## src/rtl/core/hufd_pkg.sv

```systemverilog
package hufd_pkg;

   localparam int CODE_BITS = 8;
   localparam int CNT_W     = 4;
   localparam int SYM_W     = 8;
   localparam int MAP_AW    = CODE_BITS + 1;
   localparam int MAP_DEPTH = 1 << MAP_AW;

   localparam logic [1:0] FUNC_CLEAR = 2'd0;
   localparam logic [1:0] FUNC_LOAD  = 2'd1;
   localparam logic [1:0] FUNC_DATA  = 2'd2;

   typedef struct packed {
      logic              en;
      logic [MAP_AW-1:0] addr;
      logic [SYM_W:0]    data;
   } map_wr_type;

   typedef struct packed {
      logic              en;
      logic [MAP_AW-1:0] addr;
   } map_rd_type;

endpackage

```

## src/rtl/core/hufd_map.sv

```systemverilog
module hufd_map (
   input  logic                   clock,
   input  logic                   reset,
   input  logic                   clear_req,
   input  hufd_pkg::map_wr_type   wr,
   input  hufd_pkg::map_rd_type   rd,
   output logic [hufd_pkg::SYM_W:0] rd_data,
   output logic                   busy
);
   import hufd_pkg::*;

   logic [SYM_W:0]    mem [MAP_DEPTH];
   logic [SYM_W:0]    rdata_ff;
   logic [MAP_AW-1:0] clr_ff, clr_in;
   logic              busy_ff, busy_in;

   assign rd_data = rdata_ff;
   assign busy    = busy_ff;

   always_comb begin
      clr_in  = clr_ff;
      busy_in = busy_ff;
      if (busy_ff) begin
         clr_in  = clr_ff + 1'b1;
         busy_in = (clr_ff != {MAP_AW{1'b1}});
      end else if (clear_req) begin
         clr_in  = '0;
         busy_in = 1'b1;
      end
   end

   always_ff @(posedge clock) begin
      if (reset) begin
         busy_ff <= 1'b1;
         clr_ff  <= '0;
      end else begin
         busy_ff <= busy_in;
         clr_ff  <= clr_in;
      end
   end

   // valid bit plus symbol per entry; sweep wipes valid bits
   always_ff @(posedge clock) begin
      if (busy_ff) begin
         mem[clr_ff] <= '0;
      end else if (wr.en) begin
         mem[wr.addr] <= wr.data;
      end
   end

   always_ff @(posedge clock) begin
      if (rd.en) begin
         rdata_ff <= mem[rd.addr];
      end
   end

endmodule

```

## config.mk

```make
export PLATFORM = sky130hd
export DESIGN_NAME = hufd_map
export DESIGN_NICKNAME = d
export VERILOG_FILES = /design/src/rtl/core/hufd_pkg.sv /design/src/rtl/core/hufd_map.sv
export SDC_FILE = /design/constraint.sdc
export NUM_CORES = 2
export LEC_CHECK = 0
export BUFFER_PORTS_ARGS = -buffer_cell sky130_fd_sc_hd__buf_4
export CORE_MARGIN = 2
export CORE_UTILIZATION = 55
export CTS_CLUSTER_SIZE = 14
export DETAILED_ROUTE_END_ITERATION = 6
export PLACE_DENSITY_LB_ADDON = 0.2
export SYNTH_ARGS = -nofsm -noshare
export SYNTH_HDL_FRONTEND = slang
export SYNTH_MEMORY_MAX_BITS = 65536
export SYNTH_SLANG_ARGS = --single-unit
```

## constraint.sdc

```tcl
create_clock -name clock -period 19.52 [get_ports clock]
set_input_delay 1.952 -clock clock [delete_from_list [all_inputs] [get_ports clock]]
set_output_delay 1.952 -clock clock [all_outputs]
set_load 0.01 [all_outputs]
```

Yosys cells after proc, flatten, opt, wreduce, memory -nomap -nowiden
Memory sizes are Yosys's and may differ from the RTL's. A register that Yosys moved wholly into a read port is not among the register bits.
Cells that the tools add are included.
{"block": "word_totals", "ramBits": 4608, "register_bits": 10, "out_inout_bits": 10, "in_bits": 32, "elab_cells": 19, "n_memories": 1}
{"name": "mem", "words": 512, "width": 9, "rd": 1, "rd_ports_with_merged_regs": 1, "wr": 1, "line": "hufd_map.sv:12", "text": "logic [SYM_W:0] mem [MAP_DEPTH];"}
{"block": "op_classes", "reduce_logical": 2, "n_eq_ne": 1, "muxes": 12, "n_addsub": 1}
{"cell": "two-way mux 9 bit", "n": 4}
{"cell": "adder 9 x 1 -> 9 bit, second input constant", "n": 1}
{"cell": "inequality test 9 bit, second input constant", "n": 1}
{"cell": "OR reduction 9 bit", "n": 1}
{"cell": "two-way mux 1 bit", "n": 8}
{"cell": "nonzero test 2 bit", "n": 1}

Depth between registers and ports, before layout
{"block": "logic_depth", "depth_word": 5, "ltp_mapped": 12, "mapped_depth_nobuf": 7}

Worst setup path after synthesis
No wires, ideal clock.
{"block": "synth_path", "path_kind": "input to register", "startpoint": "input port wr[18] in the netlist's numbering", "endpoint": "memory mem[0][0] in the netlist's numbering, data pin", "path_slack_ps": 8644, "setup_ps": 1539, "t_arrival_ps": 9336, "path_buffers": 3, "required_ps": 17981, "cell_stages": 5, "cell_sequence": "nor2b_1 -> clkbuf_1 -> buf_1 -> clkbuf_1 -> and2_1"}
{"block": "synth_between", "elab_chain_cells": 5}
{"item": "start: declaration", "line": "hufd_map.sv:5", "text": "input hufd_pkg::map_wr_type wr,"}
{"item": "two-way mux 1 bit", "line": "hufd_map.sv:46", "text": "end else if (wr.en) begin"}
{"item": "two-way mux 1 bit", "line": "hufd_map.sv:44", "text": "if (busy_ff) begin"}
{"item": "two-way mux 1 bit (implied by the code)", "line": "hufd_map.sv:47", "text": "mem[wr.addr] <= wr.data;"}
{"item": "OR reduction 9 bit (no source line)"}
{"item": "two-way mux 9 bit (no source line)"}
{"item": "end: declaration", "line": "hufd_map.sv:12"}
No other way between the ends.

==> results.sh <==
export IMPL_clk_pin_slew_ns=0.06
export IMPL_htreeDepth=5
export IMPL_yosysTopAreaCellShare_pct=76.8
export IMPL_fmax_ghz=0.135
export IMPL_io_buffers=41
export IMPL_cap_violations=0
export IMPL_cts_buffers=454
export IMPL_synthFlopType="edfxtp_1"
export IMPL_drv_slew=0
export IMPL_leakagePower_nw=60.2
export IMPL_place_area_um2=184000
export IMPL_ys_ff_latch=4627
export IMPL_rsz0062_at_grt="false"
export IMPL_cts_tree="yes"
export IMPL_final_hold_violation_count=0
export IMPL_grt_usage_pct=27.5
export IMPL_synth_area_leader_cell="edfxtp_1"
export IMPL_cts_sinks=4627
export IMPL_period_share_pct=37.8
export IMPL_cp_end_kind="register"
export IMPL_synthArstFlopShare_pct=0
export IMPL_place_congestion=0.864
export IMPL_drc_errors=0
export IMPL_p_per_area_nw_per_um2=101
export IMPL_overflow=0
export IMPL_status="complete, no violations"
export IMPL_routed_wl_um=460000
export IMPL_antenna_found_initial=24
export IMPL_synth_area_um2=180000
export IMPL_cts_resized_gates=0
export IMPL_yosysMostFrequentCell="edfxtp_1"
export IMPL_cp_top_family="buffers and inverters"
export IMPL_synth_seq_area_share_pct=76.9
export IMPL_critPathRequiredTime_ns=20.26
export IMPL_crit_fanout=56
export IMPL_place_hpwl_um=271000
export IMPL_routed_via_density=6.62
export IMPL_drt_pass1_iter_count=6
export IMPL_finalSetupViolations=0
export IMPL_min_path_type="reg -> reg"
export IMPL_synth_avg_cell_area_um2=20.1
export IMPL_synth_cell_types=51
export IMPL_skew_ns=0.0451
export IMPL_vias=91400
export IMPL_setup_tns_final_ns=0
export IMPL_yosys_top_cells_area="edfxtp_1 (77%), mux4_2 (9.4%), mux2i_1 (4.9%)"
export IMPL_cp_arrival_ns=8.12
export IMPL_critPathMostFrequentCell="buf_4"
export IMPL_path_class="in -> reg"
export IMPL_crit_buf_inv=6
export IMPL_initial_core_util_pct=55.2
export IMPL_max_stage_delay_ns=0.84
export IMPL_synthTopCellsByCount="edfxtp_1 (4617), mux2i_1 (876), mux4_2 (754)"
export IMPL_avgRoutedWirePerCell_um=33.3
export IMPL_worstMarginPinSlew_ns=1.41
export IMPL_chipHeight_um=577
export IMPL_area_growth_pct=10.3
export IMPL_power_mw=20.2
export IMPL_finalCriticalPeriod_ns=7.38
export IMPL_grt_pass1_vias=89700
export IMPL_io_pins=42
export IMPL_post_cts_buffers=0
export IMPL_cts_hold_buffers=0
export IMPL_rows=210
export IMPL_grt_first_pass_wirelength_um=656000
export IMPL_ir_drop_mv=0.0915
export IMPL_drive_gt1_share_pct=17.4
export IMPL_fillers=22700
export IMPL_syn_nets=9019
export IMPL_grt_max_degree=213
export IMPL_nets=9115
export IMPL_crit_path_cell_trace="buf_8 > buf_4 > buf_4 > buf_4 > buf_4 > buf_4 > mux4_2 > o22ai_1 > a22oi_1 > nand4_1 > nand4_1 > and4bb_1"
export IMPL_dieArea_um2=333000
export IMPL_cp_slowest_cell="buf_4"
export IMPL_drt_iter0_markers=11600
export IMPL_yosysWarnings=0
export IMPL_synth_edf_count=4617
export IMPL_coreArea_um2=327000
export IMPL_syn_inst=8985
export IMPL_relSlewSlack_pct=5.71
export IMPL_cts_buffer_depth=4
export IMPL_stdcell_area_um2=199000
export IMPL_critPathLaunchType="input port"
export IMPL_die_w_um=577
export IMPL_clock_latency_ns=0.99
export IMPL_antenna_left=0
export IMPL_cts_root_buffer="clkbuf_16"
final timing paths:
kind	endpoint	slack [ns]	start	depth (start not counted)
max reg2reg	mem[66][8]$_DFFE_PP_	13.18	busy$_SDFF_PP1_	8
max	rd_data[0]$_DFFE_PP_	12.14	rd[1]	12
min reg2reg	clr_ff[6]$_SDFFE_PP0P_	0.60	clr_ff[6]$_SDFFE_PP0P_	2
min	clr_ff[6]$_SDFFE_PP0P_	0.60	clr_ff[6]$_SDFFE_PP0P_	2
layout by cell type (no fill, tap or decap), drive strengths merged, types with 16 or more instances in the layout:
master / instances
edfxtp: 4617
mux4: 754
clkinv: 207
nand4: 57
bufinv: 48
a22oi: 45
nand3: 33
nor3: 35
o31ai: 23
nor4: 34
clkbuf: 555
and2: 34
nor2: 639
buf: 200
nand2: 138
o221ai: 433
and3: 16
inv: 19
o22ai: 189
o21ai: 151
mux2i: 876
a21oi: 238
a211oi: 19
state kept, by name, indices dropped and copies added (netlist names):
name / cells
mem: 4608
clr_ff: 9
rd_data: 9
busy: 1
stage by stage:
step                      std cells  hold slack [ns]  setup WS, ns  util, %
after floorplan                8985            0.516          8.64        -
after global placement        13000            0.556         11.39     56.4
after detailed placement      13000            0.582         11.30     56.4
after CTS                     13800            0.594         12.31     60.9
after global routing          13800            0.624         12.04     60.9
final                         13800            0.602         12.14     60.9
report_power, final:
group	internal (mW)	switching [mW]
registers	10.8	0.0138
logic	0.271	0.484
clock network	4.96	3.68
total	16.0	4.17
layer usage:
metal / routed length (um) / vias to the layer above / global-route usage, %
met5: 184 / - / 0
met2: 219000 / 4770 / 42.8
li1: - / 37700 / -
met1: 177000 / 48000 / 38.9
met4: 20700 / 30 / 10.8
met3: 42800 / 868 / 5.36
cell type report:
cell class	instances	area (um2)	share of cell area, %
clock buffer	554	11900	5.99
timing repair buffer	201	1740	0.873
clock inverter	279	2710	1.36
sequential	4627	139000	69.8
multi-input combinational	3791	38400	19.3
inverter	6	30.0	0.0151
antenna	8	20.0	0.0101
tap	4346	5440	2.73
worst min-delay path: stages (launching register included):
cell     delay [ns]
dfxtp_1        0.37
a21oi_1        0.15
nor2_1         0.04
cells by family (layout without fill, tap and decap cells):
logic type | count (synthesis) | in the layout | synth area share (%)
multiplexers | 1635 | 1635 | 14.3
flip-flops | 4627 | 4627 | 76.9
buffers and inverters | 567 | 1040 | 1.96
AO/OA/AOI/OAI | 1121 | 1121 | 4.30
other | 0 | 8 | 0
AND/OR/NAND/NOR | 1031 | 1031 | 2.49
XOR/XNOR | 2 | 2 | 0.00971
adder cells (fa/ha/maj) | 2 | 2 | 0.0139
Note: power is estimated with default switching activity, not from simulation.
